### config.mk
export PLATFORM = sky130hd
export DESIGN_NAME = positional_array_list_top
export DESIGN_NICKNAME = d
export VERILOG_FILES = /design/src/sv/pal_pkg.sv /design/src/sv/pal_ram.sv /design/src/sv/pal_ctrl.sv /design/src/sv/pal_dp.sv /design/src/sv/positional_array_list_top.sv
export SDC_FILE = /design/constraint.sdc
export NUM_CORES = 2
export LEC_CHECK = 0
export BUFFER_PORTS_ARGS = -buffer_cell sky130_fd_sc_hd__buf_2
export CAP_MARGIN = 25
export CORE_MARGIN = 4
export CORE_UTILIZATION = 45
export DETAILED_ROUTE_END_ITERATION = 10
export HOLD_SLACK_MARGIN = 0.03
export PLACE_DENSITY = 0.65
export SYNTH_ARGS = -nofsm -noshare
export SYNTH_HDL_FRONTEND = slang
export SYNTH_SLANG_ARGS = --single-unit
### constraint.sdc
create_clock -name clk -period 10.2 [get_ports clk]
set_input_delay 0.51 -clock clk [delete_from_list [all_inputs] [get_ports clk]]
set_output_delay 0.51 -clock clk [all_outputs]
set_load 0.01 [all_outputs]
### src/sv/pal_pkg.sv
`timescale 1ns / 1ps
// ----------------------------------------------------------------------------
// pal_pkg
// Shared types and constants of the positional array list.
// ----------------------------------------------------------------------------
package pal_pkg;

    localparam int CAPACITY_DEF   = 128;
    localparam int DATA_WIDTH_DEF = 32;

    localparam int CMD_W    = 3;
    localparam int POS_W    = 8;
    localparam int VAL_W    = 32;
    localparam int STATUS_W = 2;

    typedef enum logic [CMD_W-1:0] {
        CMD_INSERT = 3'd0,
        CMD_DELETE = 3'd1,
        CMD_GET    = 3'd2,
        CMD_LOCATE = 3'd3,
        CMD_PRIOR  = 3'd4,
        CMD_NEXT   = 3'd5,
        CMD_CLEAR  = 3'd6
    } pal_cmd_t;

    typedef enum logic [STATUS_W-1:0] {
        STS_OK      = 2'd0,
        STS_BAD_POS = 2'd1,
        STS_FULL    = 2'd2,
        STS_MISS    = 2'd3
    } pal_status_t;

    typedef enum logic [2:0] {
        ST_IDLE,
        ST_EVAL,
        ST_WALK,
        ST_KEY,
        ST_RESULT
    } pal_state_t;

    // Commands from the controller to the datapath.
    typedef struct packed {
        logic load;
        logic eval;
        logic walk;
        logic put_key;
        logic emit;
    } pal_dp_cmd_t;

    // Status from the datapath to the controller.
    typedef struct packed {
        logic walk_req;
        logic key_req;
        logic walk_done;
        logic out_free;
    } pal_dp_sts_t;

endpackage

### src/sv/pal_ram.sv
`timescale 1ns / 1ps
// ----------------------------------------------------------------------------
// pal_ram
// Generic single-write, single-read RAM with registered read data.
// ----------------------------------------------------------------------------
module pal_ram #(
    parameter int WIDTH = 32,
    parameter int DEPTH = 128
) (
    input  logic                     clk,
    input  logic                     wr_en,
    input  logic [$clog2(DEPTH)-1:0] wr_addr,
    input  logic [WIDTH-1:0]         wr_data,
    input  logic                     rd_en,
    input  logic [$clog2(DEPTH)-1:0] rd_addr,
    output logic [WIDTH-1:0]         rd_data
);

    logic [WIDTH-1:0] mem [DEPTH];
    logic [WIDTH-1:0] rd_data_reg;

    always_ff @(posedge clk)
    begin
        if (wr_en)
        begin
            mem[wr_addr] <= wr_data;
        end
        if (rd_en)
        begin
            rd_data_reg <= mem[rd_addr];
        end
    end

    assign rd_data = rd_data_reg;

endmodule

### src/sv/pal_ctrl.sv
`timescale 1ns / 1ps
// ----------------------------------------------------------------------------
// pal_ctrl
// Command sequencer: accept, evaluate, walk the store, write the key, emit.
// ----------------------------------------------------------------------------
module pal_ctrl (
    input  logic                 clk,
    input  logic                 rst_n,
    input  logic                 in_valid,
    output logic                 in_stall,
    output pal_pkg::pal_dp_cmd_t dp_cmd,
    input  pal_pkg::pal_dp_sts_t dp_sts
);

    import pal_pkg::*;

    pal_state_t state_reg;
    pal_state_t state_next;

    always_ff @(posedge clk or negedge rst_n)
    begin
        if (!rst_n)
        begin
            state_reg <= ST_IDLE;
        end
        else
        begin
            state_reg <= state_next;
        end
    end

    always_comb
    begin
        state_next = state_reg;
        dp_cmd     = '0;
        in_stall   = 1'b1;
        case (state_reg)
            ST_IDLE:
            begin
                in_stall    = 1'b0;
                dp_cmd.load = in_valid;
                if (in_valid)
                begin
                    state_next = ST_EVAL;
                end
            end
            ST_EVAL:
            begin
                dp_cmd.eval = 1'b1;
                if (dp_sts.walk_req)
                begin
                    state_next = ST_WALK;
                end
                else if (dp_sts.key_req)
                begin
                    state_next = ST_KEY;
                end
                else
                begin
                    state_next = ST_RESULT;
                end
            end
            ST_WALK:
            begin
                dp_cmd.walk = 1'b1;
                if (dp_sts.walk_done)
                begin
                    state_next = dp_sts.key_req ? ST_KEY : ST_RESULT;
                end
            end
            ST_KEY:
            begin
                dp_cmd.put_key = 1'b1;
                state_next     = ST_RESULT;
            end
            ST_RESULT:
            begin
                // hold until the output register is free
                if (dp_sts.out_free)
                begin
                    dp_cmd.emit = 1'b1;
                    state_next  = ST_IDLE;
                end
            end
            default:
            begin
                state_next = ST_IDLE;
            end
        endcase
    end

endmodule

### src/sv/pal_dp.sv
`timescale 1ns / 1ps
// ----------------------------------------------------------------------------
// pal_dp
// Datapath: entry store, length, walk pointers, match logic, result register.
// ----------------------------------------------------------------------------
module pal_dp #(
    parameter int CAPACITY   = pal_pkg::CAPACITY_DEF,
    parameter int DATA_WIDTH = pal_pkg::DATA_WIDTH_DEF
) (
    input  logic                                clk,
    input  logic                                rst_n,
    input  pal_pkg::pal_dp_cmd_t                dp_cmd,
    output pal_pkg::pal_dp_sts_t                dp_sts,
    input  logic [pal_pkg::CMD_W-1:0]           command,
    input  logic [pal_pkg::POS_W-1:0]           position,
    input  logic signed [pal_pkg::VAL_W-1:0]    value,
    output logic                                out_valid,
    input  logic                                out_stall,
    output logic [pal_pkg::STATUS_W-1:0]        status,
    output logic signed [pal_pkg::VAL_W-1:0]    data_out,
    output logic [pal_pkg::POS_W-1:0]           found_position,
    output logic [pal_pkg::POS_W-1:0]           count,
    output logic                                is_empty
);

    import pal_pkg::*;

    localparam int AW = $clog2(CAPACITY);
    localparam int CW = $clog2(CAPACITY + 1);
    localparam int PW = ((CW > POS_W) ? CW : POS_W) + 1;

    // request registers
    pal_cmd_t            cmd_reg;
    logic [POS_W-1:0]    pos_reg;
    logic [DATA_WIDTH-1:0] key_reg;

    logic [CW-1:0]       count_reg,   count_next;

    // walk state
    logic [AW-1:0]       rd_ptr_reg,  rd_ptr_next;
    logic [CW-1:0]       rd_left_reg, rd_left_next;
    logic                rsp_vld_reg, rsp_vld_next;
    logic [AW-1:0]       rsp_addr_reg;
    logic                rsp_first_reg, rsp_first_next;
    logic                hit_reg,       hit_next;
    logic                take_next_reg, take_next_next;
    logic [DATA_WIDTH-1:0] prev_data_reg;

    // working result
    pal_status_t         res_status_reg, res_status_next;
    logic signed [VAL_W-1:0] res_data_reg, res_data_next;
    logic [POS_W-1:0]    res_found_reg,  res_found_next;

    // output register
    logic                out_valid_reg, out_valid_next;
    logic [STATUS_W-1:0] out_status_reg;
    logic signed [VAL_W-1:0] out_data_reg;
    logic [POS_W-1:0]    out_found_reg;
    logic [POS_W-1:0]    out_count_reg;
    logic                out_empty_reg;

    // store ports
    logic                ram_wr_en;
    logic [AW-1:0]       ram_wr_addr;
    logic [DATA_WIDTH-1:0] ram_wr_data;
    logic                ram_rd_en;
    logic [DATA_WIDTH-1:0] ram_rd_data;

    // checks on the held request
    logic [PW-1:0]       pos_ext;
    logic [PW-1:0]       cnt_ext;
    logic                ins_bad;
    logic                rd_bad;
    logic                is_full;
    logic                ins_ok;
    logic [PW-1:0]       walk_len;
    logic                key_match;

    assign pos_ext   = PW'(pos_reg);
    assign cnt_ext   = PW'(count_reg);
    assign ins_bad   = (pos_reg == '0) || (pos_ext > cnt_ext + PW'(1));
    assign rd_bad    = (pos_reg == '0) || (pos_ext > cnt_ext);
    assign is_full   = (count_reg == CW'(CAPACITY));
    assign ins_ok    = (cmd_reg == CMD_INSERT) && !ins_bad && !is_full;
    assign key_match = (ram_rd_data == key_reg);

    always_comb
    begin
        walk_len = '0;
        case (cmd_reg)
            CMD_INSERT:
            begin
                if (ins_ok)
                begin
                    walk_len = cnt_ext - pos_ext + PW'(1);
                end
            end
            CMD_DELETE:
            begin
                if (!rd_bad)
                begin
                    walk_len = cnt_ext - pos_ext + PW'(1);
                end
            end
            CMD_GET:
            begin
                if (!rd_bad)
                begin
                    walk_len = PW'(1);
                end
            end
            CMD_LOCATE, CMD_PRIOR, CMD_NEXT:
            begin
                walk_len = cnt_ext;
            end
            default:
            begin
                walk_len = '0;
            end
        endcase
    end

    assign dp_sts.walk_req  = (walk_len != '0);
    assign dp_sts.key_req   = ins_ok;
    assign dp_sts.walk_done = (rd_left_reg == '0) && !rsp_vld_reg;
    assign dp_sts.out_free  = !out_valid_reg || !out_stall;

    // request capture
    always_ff @(posedge clk)
    begin
        if (dp_cmd.load)
        begin
            cmd_reg <= pal_cmd_t'(command);
            pos_reg <= position;
            key_reg <= DATA_WIDTH'(value);
        end
    end

    always_comb
    begin
        count_next      = count_reg;
        rd_ptr_next     = rd_ptr_reg;
        rd_left_next    = rd_left_reg;
        rsp_vld_next    = 1'b0;
        rsp_first_next  = rsp_first_reg;
        hit_next        = hit_reg;
        take_next_next  = take_next_reg;
        res_status_next = res_status_reg;
        res_data_next   = res_data_reg;
        res_found_next  = res_found_reg;
        out_valid_next  = out_valid_reg && out_stall;
        ram_wr_en       = 1'b0;
        ram_wr_addr     = '0;
        ram_wr_data     = ram_rd_data;
        ram_rd_en       = 1'b0;

        if (dp_cmd.eval)
        begin
            res_data_next  = '0;
            res_found_next = '0;
            hit_next       = 1'b0;
            take_next_next = 1'b0;
            rsp_first_next = 1'b1;
            rd_left_next   = CW'(walk_len);
            rd_ptr_next    = '0;
            case (cmd_reg)
                CMD_INSERT:
                begin
                    rd_ptr_next = AW'(cnt_ext - PW'(1));
                    if (ins_bad)
                    begin
                        res_status_next = STS_BAD_POS;
                    end
                    else if (is_full)
                    begin
                        res_status_next = STS_FULL;
                    end
                    else
                    begin
                        res_status_next = STS_OK;
                    end
                end
                CMD_DELETE:
                begin
                    rd_ptr_next     = AW'(pos_ext - PW'(1));
                    res_status_next = rd_bad ? STS_BAD_POS : STS_OK;
                    if (!rd_bad)
                    begin
                        count_next = count_reg - CW'(1);
                    end
                end
                CMD_GET:
                begin
                    rd_ptr_next     = AW'(pos_ext - PW'(1));
                    res_status_next = rd_bad ? STS_BAD_POS : STS_OK;
                end
                CMD_LOCATE, CMD_PRIOR, CMD_NEXT:
                begin
                    res_status_next = STS_MISS;
                end
                CMD_CLEAR:
                begin
                    res_status_next = STS_OK;
                    count_next      = '0;
                end
                default:
                begin
                    res_status_next = STS_OK;
                end
            endcase
        end

        if (dp_cmd.walk)
        begin
            // issue the next read
            if (rd_left_reg != '0)
            begin
                ram_rd_en    = 1'b1;
                rsp_vld_next = 1'b1;
                rd_left_next = rd_left_reg - CW'(1);
                if (cmd_reg == CMD_INSERT)
                begin
                    rd_ptr_next = rd_ptr_reg - AW'(1);
                end
                else
                begin
                    rd_ptr_next = rd_ptr_reg + AW'(1);
                end
            end
            // consume the read issued last cycle
            if (rsp_vld_reg)
            begin
                rsp_first_next = 1'b0;
                case (cmd_reg)
                    CMD_INSERT:
                    begin
                        ram_wr_en   = 1'b1;
                        ram_wr_addr = rsp_addr_reg + AW'(1);
                    end
                    CMD_DELETE:
                    begin
                        if (rsp_first_reg)
                        begin
                            res_data_next = VAL_W'($signed(ram_rd_data));
                        end
                        else
                        begin
                            ram_wr_en   = 1'b1;
                            ram_wr_addr = rsp_addr_reg - AW'(1);
                        end
                    end
                    CMD_GET:
                    begin
                        res_data_next = VAL_W'($signed(ram_rd_data));
                    end
                    CMD_LOCATE:
                    begin
                        if (!hit_reg && key_match)
                        begin
                            hit_next        = 1'b1;
                            res_status_next = STS_OK;
                            res_found_next  = POS_W'(CW'(rsp_addr_reg) + CW'(1));
                        end
                    end
                    CMD_PRIOR:
                    begin
                        if (!hit_reg && (rsp_addr_reg != '0) && key_match)
                        begin
                            hit_next        = 1'b1;
                            res_status_next = STS_OK;
                            res_data_next   = VAL_W'($signed(prev_data_reg));
                        end
                    end
                    CMD_NEXT:
                    begin
                        if (take_next_reg)
                        begin
                            take_next_next  = 1'b0;
                            hit_next        = 1'b1;
                            res_status_next = STS_OK;
                            res_data_next   = VAL_W'($signed(ram_rd_data));
                        end
                        else if (!hit_reg && key_match
                                 && ((CW'(rsp_addr_reg) + CW'(1)) < count_reg))
                        begin
                            take_next_next = 1'b1;
                        end
                    end
                    default:
                    begin
                        ram_wr_en = 1'b0;
                    end
                endcase
            end
        end

        if (dp_cmd.put_key)
        begin
            ram_wr_en   = 1'b1;
            ram_wr_addr = AW'(pos_ext - PW'(1));
            ram_wr_data = key_reg;
            count_next  = count_reg + CW'(1);
        end

        if (dp_cmd.emit)
        begin
            out_valid_next = 1'b1;
        end
    end

    always_ff @(posedge clk or negedge rst_n)
    begin
        if (!rst_n)
        begin
            count_reg     <= '0;
            rd_left_reg   <= '0;
            rsp_vld_reg   <= 1'b0;
            out_valid_reg <= 1'b0;
        end
        else
        begin
            count_reg     <= count_next;
            rd_left_reg   <= rd_left_next;
            rsp_vld_reg   <= rsp_vld_next;
            out_valid_reg <= out_valid_next;
        end
    end

    always_ff @(posedge clk)
    begin
        rd_ptr_reg     <= rd_ptr_next;
        rsp_first_reg  <= rsp_first_next;
        hit_reg        <= hit_next;
        take_next_reg  <= take_next_next;
        res_status_reg <= res_status_next;
        res_data_reg   <= res_data_next;
        res_found_reg  <= res_found_next;
        if (ram_rd_en)
        begin
            rsp_addr_reg <= rd_ptr_reg;
        end
        if (rsp_vld_reg)
        begin
            prev_data_reg <= ram_rd_data;
        end
        if (dp_cmd.emit)
        begin
            out_status_reg <= res_status_reg;
            out_data_reg   <= res_data_reg;
            out_found_reg  <= res_found_reg;
            out_count_reg  <= POS_W'(count_reg);
            out_empty_reg  <= (count_reg == '0);
        end
    end

    pal_ram #(
        .WIDTH (DATA_WIDTH),
        .DEPTH (CAPACITY)
    ) u_store (
        .clk     (clk),
        .wr_en   (ram_wr_en),
        .wr_addr (ram_wr_addr),
        .wr_data (ram_wr_data),
        .rd_en   (ram_rd_en),
        .rd_addr (rd_ptr_reg),
        .rd_data (ram_rd_data)
    );

    assign out_valid      = out_valid_reg;
    assign status         = out_status_reg;
    assign data_out       = out_data_reg;
    assign found_position = out_found_reg;
    assign count          = out_count_reg;
    assign is_empty       = out_empty_reg;

endmodule

### src/sv/positional_array_list_top.sv
`timescale 1ns / 1ps
// Sequence: clear, rejected requests and the unused code go from evaluate straight to the
// result, an append at the tail writes the key without a walk, and get reads one entry. Insert,
// delete and the searches walk the store through its single read port, one entry a cycle,
// and a request may wait at the result while the previous result is still held.
// Throughput: one request at a time; the next is accepted the cycle after the result is registered.
// Reset clears the length and the output valid; store contents stay undefined.
// ----------------------------------------------------------------------------
// positional_array_list_top
// Ordered list of signed words in a fixed store with positional commands.
// ----------------------------------------------------------------------------
module positional_array_list_top #(
    parameter int CAPACITY   = pal_pkg::CAPACITY_DEF,
    parameter int DATA_WIDTH = pal_pkg::DATA_WIDTH_DEF
) (
    input  logic                                clk,
    input  logic                                rst_n,
    // request channel
    input  logic                                in_valid,
    output logic                                in_stall,
    input  logic [pal_pkg::CMD_W-1:0]           command,
    input  logic [pal_pkg::POS_W-1:0]           position,
    input  logic signed [pal_pkg::VAL_W-1:0]    value,
    // result channel
    output logic                                out_valid,
    input  logic                                out_stall,
    output logic [pal_pkg::STATUS_W-1:0]        status,
    output logic signed [pal_pkg::VAL_W-1:0]    data_out,
    output logic [pal_pkg::POS_W-1:0]           found_position,
    output logic [pal_pkg::POS_W-1:0]           count,
    output logic                                is_empty
);

    import pal_pkg::*;

    // The controller steps each request through evaluate, an optional walk
    // over the store, an optional key write for insert, and the result
    // handoff. The datapath owns every register that carries data.
    pal_dp_cmd_t dp_cmd;
    pal_dp_sts_t dp_sts;

    pal_ctrl u_ctrl (
        .clk      (clk),
        .rst_n    (rst_n),
        .in_valid (in_valid),
        .in_stall (in_stall),
        .dp_cmd   (dp_cmd),
        .dp_sts   (dp_sts)
    );

    // Store, length counter, walk pointers and the result register. The
    // result register lets the next request come in while a result waits.
    pal_dp #(
        .CAPACITY   (CAPACITY),
        .DATA_WIDTH (DATA_WIDTH)
    ) u_dp (
        .clk            (clk),
        .rst_n          (rst_n),
        .dp_cmd         (dp_cmd),
        .dp_sts         (dp_sts),
        .command        (command),
        .position       (position),
        .value          (value),
        .out_valid      (out_valid),
        .out_stall      (out_stall),
        .status         (status),
        .data_out       (data_out),
        .found_position (found_position),
        .count          (count),
        .is_empty       (is_empty)
    );

endmodule
---- After elaboration in Yosys (flattened, before gate mapping) ----
Memories as Yosys holds them, arrays and structs flattened. A register that Yosys moved wholly into a read port is not among the register bits.
Index checks and enable logic that the tools add are counted.
storage, ports and cells
  word-level logic and storage cells ...... 170
  bits in latches ......................... 0
  memories kept ........................... 1
  bits in read-only memories .............. 0
  memory bits (writable) .................. 4,096
  register bits after elaboration ......... 206
  bits of input ports ..................... 47
memory list
  memory            words  bits a word  rd ports  clocked after Yosys merged registers in  wr ports  RTL line       source
  u_dp.u_store.mem  128    32           1         1                                        1         pal_ram.sv:19  logic [WIDTH-1:0] mem [DEPTH];
cells by class
  muxes and demuxes ....................... 84
  order comparisons ....................... 3
  $mul .................................... 0
  div/mod/pow operators ................... 0
  shift-type cells ........................ 0
  equal/unequal tests ..................... 16
  add/sub/neg operators ................... 13
  reductions and logical operators ........ 31
  bitwise logic cells ..................... 0
operators by type and width
  operator               number
  $mux W32               7
  $pmux W32 S4           1
  $mux W8                11
  $mux W7                8
  $pmux W9 S4            1
  $mux W1                33
  $eq A32 B32 Y1         1
  $pmux W7 S2            2
  $sub A7 B1 Y7 const B  4
  $logic_not A8 Y1       3
  $mux W9                2
  $mux W2                8
  $pmux W8 S2            1
  $sub A8 B1 Y8 const B  2
  $mux W3                5
  $pmux W3 S5            1
  $add A7 B1 Y7 const B  2
  $eq A3 B2 Y1 const B   4
  $eq A3 B3 Y1 const B   4
  $pmux W2 S3            2
  $add A8 B1 Y9 const B  1
  $add A9 B1 Y9 const B  1
  $gt A8 B9 Y1           1
  $reduce_bool A9 Y1     1
  other kinds (22)       41

---- Logic depth before layout (Yosys ltp) ----
  depth in word-level cells ............... 11
  mapped depth ............................ 14
  mapped depth without buffers ............ 12

---- Hierarchy ----
From an unflattened synthesis, not the netlist that was laid out.
unflattened totals
  cell total of the unflattened synthesis .. 6,967
  area total of the unflattened synthesis .. 167,326.7 µm²
modules (own cells, without submodules)
  module    seq. area each (µm²)  cells each  times used  area an instance (µm²)
  pal_ram   123,958.9             5,990       1           156,596.4
  pal_dp    5,485.3               952         1           10,511.3
  pal_ctrl  75.1                  25          1           219.0

---- Worst setup path after synthesis ----
No wires, ideal clock.
  path type ............................... register to register
  from .................................... register u_dp.rsp_vld_reg
  to ...................................... memory u_dp.u_store.mem[12][0] (enable)
  arrival ................................. 3,872 ps
  slack ................................... 5,907 ps
  stages on the path, launching flop included .. 8
  buffers on the path ..................... 1
  setup time .............................. 421 ps
  cell sequence ........................... dfrtp_1 nor4bb_1 clkbuf_1 nand2_1 o32a_4 nor3_4 nand2_2 nor2_1
on the way
  cells in the longest elaborated chain, start to end .. 5
ends and longest elaborated chain
  what                           RTL line       source
  from (decl)                    pal_dp.sv:42   logic rsp_vld_reg, rsp_vld_next;
  from (signal assigned)         pal_dp.sv:324  rsp_vld_reg <= rsp_vld_next;
  $mux W1                        pal_dp.sv:231  if (rsp_vld_reg)
  $mux W1                        pal_dp.sv:213  if (dp_cmd.walk)
  $mux W1                        pal_dp.sv:297  if (dp_cmd.put_key)
  $mux W1                        pal_ram.sv:24  if (wr_en)
  $mux W1 (not written as such)  pal_ram.sv:26  mem[wr_addr] <= wr_data;
  to (decl)                      pal_ram.sv:19
Several ways; a longest one is shown, not always the timed one.

---- Final worst setup path ----
  from .................................... register u_dp.cmd_reg[0]
  to ...................................... memory u_dp.u_store.mem[115][13] (enable)
on the way
  cells in the longest elaborated chain, start to end .. 7
ends and longest elaborated chain
  what                                              RTL line       source
  from (decl)                                       pal_dp.sv:33   pal_cmd_t cmd_reg;
  from (signal assigned)                            pal_dp.sv:133  cmd_reg <= pal_cmd_t'(command);
  $eq A3 B1 Y1 or $logic_not A3 Y1 (tied branches)  pal_dp.sv:234  case (cmd_reg)
  $pmux W1 S2                                       pal_dp.sv:234
  $mux W1                                           pal_dp.sv:231
  $mux W1                                           pal_dp.sv:213
  $mux W1                                           pal_dp.sv:297
  $mux W1                                           pal_ram.sv:24
  $mux W1 (not written as such)                     pal_ram.sv:26
Several ways; a longest one is shown, not always the timed one.

==> flow_summary.toml <==
[status]
status = "complete, no violations"

[floorplan]
rows = 223
start_util_pct = 45.2
core_area_mm2 = 0.369
fp.dieW_um = 617
die_h_um = 617
dieArea_mm2 = 0.381
ios = 100

[placed_design]
port_buffers = 99
dp_worst_setup_slack_ps = 4490
gp_congestion = 0.984
detailed_place_hpwl_um = 255000

[worst_setup_path]
startpoint_type = "flip-flop"
crit_buf_inv = 3
regToRegSetupSlack_ps = 4410
r2r-end = "u_dp.u_store.mem[115][13]"
critPathTopFamily = "simple AND/OR/NAND/NOR gates"
path_max_fanout = 18
cp.arrival_ps = 6430
path_class = "flip-flop to flip-flop"
r2r_cells = 10
slowest_stage = "nor2_4"
endpoint_kind = "flip-flop"
path_depth = 10
cp.required_ps = 10840
critPathLaunch = "u_dp.cmd_reg[0]"
cp_slowest_stage_delay_ps = 860
crit_chain = "inv_1 -> nand3_1 -> clkinv_1 -> a221oi_1 -> a2bb2oi_1 -> o22a_1 -> nor2b_1 -> nand2_1 -> nor2_4 -> buf_16"
r2r_start = "u_dp.cmd_reg[0]"
endpoint = "u_dp.u_store.mem[115][13]"

[clock_network]
holdBufCountCts = 46
cts_setup_buffers = 0
cts_buffers = 424
cts-htree-levels = 5
clockBufferDepth = 4
cts_resized = 0
cts_tree = "yes"
clk_latency_ps = 990
cts-root-buf = "clkbuf_16"
clk_pin_slew_ps = 70
cts_sinks = 4334

[timing]
rsz0062_at_grt = "no"
finalSetupTns_ps = 0
setup_viol = 0
tightest_slew_ps = 1120
clock.fmax_ghz = 0.173
finalCritPeriodShare_pct = 56.8
period_minus_slack_ps = 5790
hold-worst-slack_ps = 116
fin_ws_ps = 4410
slew_headroom_pct = 23.4
drv_slew = 0
finClkSkew_ps = 73.7
hold_viol = 0

[route]
drt_pass1_iterations = 7
wl_per_cell_um = 32.8
route.vias.total = 79400
via_per_inst = 6.09
ant_nets = 0
wirelength_um = 427000
drt_iter0_drc = 11300
drc = 0

[power_and_ir_drop]
p_comb_share_pct = 25.4
clockPowerShare_pct = 30.5
p_sw_mw = 15.4
seq_power_share_pct = 44.2
peakVddDrop_uv = 199
p_per_area_mw_per_mm2 = 265
switching_share_pct = 30.6
p_leak_nw = 58.2
internal_power_mw = 35.1

[cells_and_area]
largest_register = "u_dp.u_store.mem"
layout_commonest_cell = "edfxtp_1"
final_cell_mix = "edfxtp_1 (4261), mux4_2 (1152), clkbuf_16 (429), mux2i_1 (294), buf_4 (156)"
drive_above_1_share_pct = 28.6
final_util_pct = 51.7
n_fill_cell = 27900
nets = 7821
largest_reg_flops = 4096
register_area_mm2 = 0.130
multi_input_area_mm2 = 0.0370
syn_to_final_growth_pct = 14.3

[hold_path]
hp-class = "primary input to asynchronous set/reset pin"

[synthesis]
synth_nets = 7381
ys_async_sr_fraction_pct = 0.485
synth_flop_cell = "edfxtp_1"
synth.distinct_cells = 76
synth-seq-cells = 4334
synthTopCellsByArea = "edfxtp_1 (77%), mux4_2 (16%), mux2i_1 (1.8%)"
avgSynthCellArea_um2 = 22.9
syn_inst = 7279
synth-edff-count = 4261
synth_top_area_share_pct = 76.6
yosysSeqAreaShare_pct = 77.6
yosysTopAreaCell = "edfxtp_1"
syn-cell-area_mm2 = 0.167
ys_warn_count = 0

[global_routing]
grt_usage_pct = 22.2
antenna_found_initial = 32
grt_overflow = 0
grt_max_degree = 124
grt_pass1_vias = 78900
grt_pass1_wl_um = 604000

[flow_run]
maxCapViolations = 0
## through the flow
step	instances	instance area [um^2]	power (mW)
floorplan	7279	167000	30.3
global placement	12100	175000	35.1
detailed placement	12200	176000	35.4
CTS	13000	190000	50.7
global route	13000	191000	52.2
finish	13000	191000	50.5
## how the worst min path moves through the flow
stage | endpoint | startpoint | depth (start not counted)
after detailed placement | u_dp.data_out[19] | u_dp.res_data_reg[19] | 0
after CTS | u_ctrl.state_reg[2] | rst_n | 2
after global routing | u_dp.out_valid | rst_n | 2
final | u_dp.out_valid | rst_n | 2
after floorplan | u_ctrl.state_reg[0] | rst_n | 0
after global placement | u_dp.data_out[11] | u_dp.res_data_reg[11] | 0
## Yosys cell counts (3+ instances only)
library cell / n
a22oi_1: 131
dfrtp_1: 21
edfxtp_1: 4261
a221o_1: 31
buf_4: 6
nand2b_1: 8
or3_1: 4
nor4_1: 9
buf_1: 56
a21oi_1: 37
a221oi_1: 13
a21o_1: 7
ha_1: 53
o22ai_1: 53
inv_1: 44
nor2_1: 184
a2bb2oi_1: 4
mux4_2: 1152
nand4_1: 43
o211ai_1: 3
and2_1: 9
nand3_1: 31
and3_1: 37
xor2_1: 12
mux2i_1: 294
o21ai_0: 33
nand2_1: 167
dfxtp_1: 52
mux2_2: 4
o22a_1: 3
clkbuf_1: 199
nor2b_1: 9
nor3_1: 25
a211oi_1: 40
a311oi_1: 4
a31oi_1: 3
nand2_2: 8
buf_2: 123
xnor2_1: 53
o21bai_1: 5
## layout make-up
class / instances / share of cell area, %
clock inverters: 252 / 1.33
repair buffers: 399 / 2.23
flip-flops and latches: 4334 / 67.9
multi-input cells: 2515 / 19.4
diodes: 8 / 0.0105
inverters: 45 / 0.0885
well taps: 4950 / 3.25
clock buffers: 527 / 5.85
## power groups by stage
| stage | sequential (mW) | clock [mW] | combinational [mW] |
|---|---|---|---|
| floorplan | 22.5 | 0 | 7.78 |
| global placement | 22.7 | 0 | 12.5 |
| detailed placement | 22.7 | 0 | 12.8 |
| CTS | 22.3 | 15.6 | 12.8 |
| global route | 22.3 | 16.5 | 13.5 |
| finish | 22.3 | 15.4 | 12.8 |
## layer usage
| metal | part of all wire (%) | track usage, % | routed length [um] |
|---|---|---|---|
| met1 | 39 | 31.7 | 168000 |
| met2 | 47 | 34.1 | 201000 |
| met3 | 9.7 | 4.66 | 41200 |
| met4 | 4.0 | 7.83 | 17000 |
| met5 | 0.0033 | 0 | 14 |
## cell families after synthesis
family,share of synthesized area (%)
buffers and inverters,1.08
muxes,17.3
AOI/OAI and AO/OA,1.73
DFF,77.6
xor gates and xnor gates,0.341
and+or+nand+nor,1.53
adders and majority gates,0.421
(Power assumes the default switching activity.)
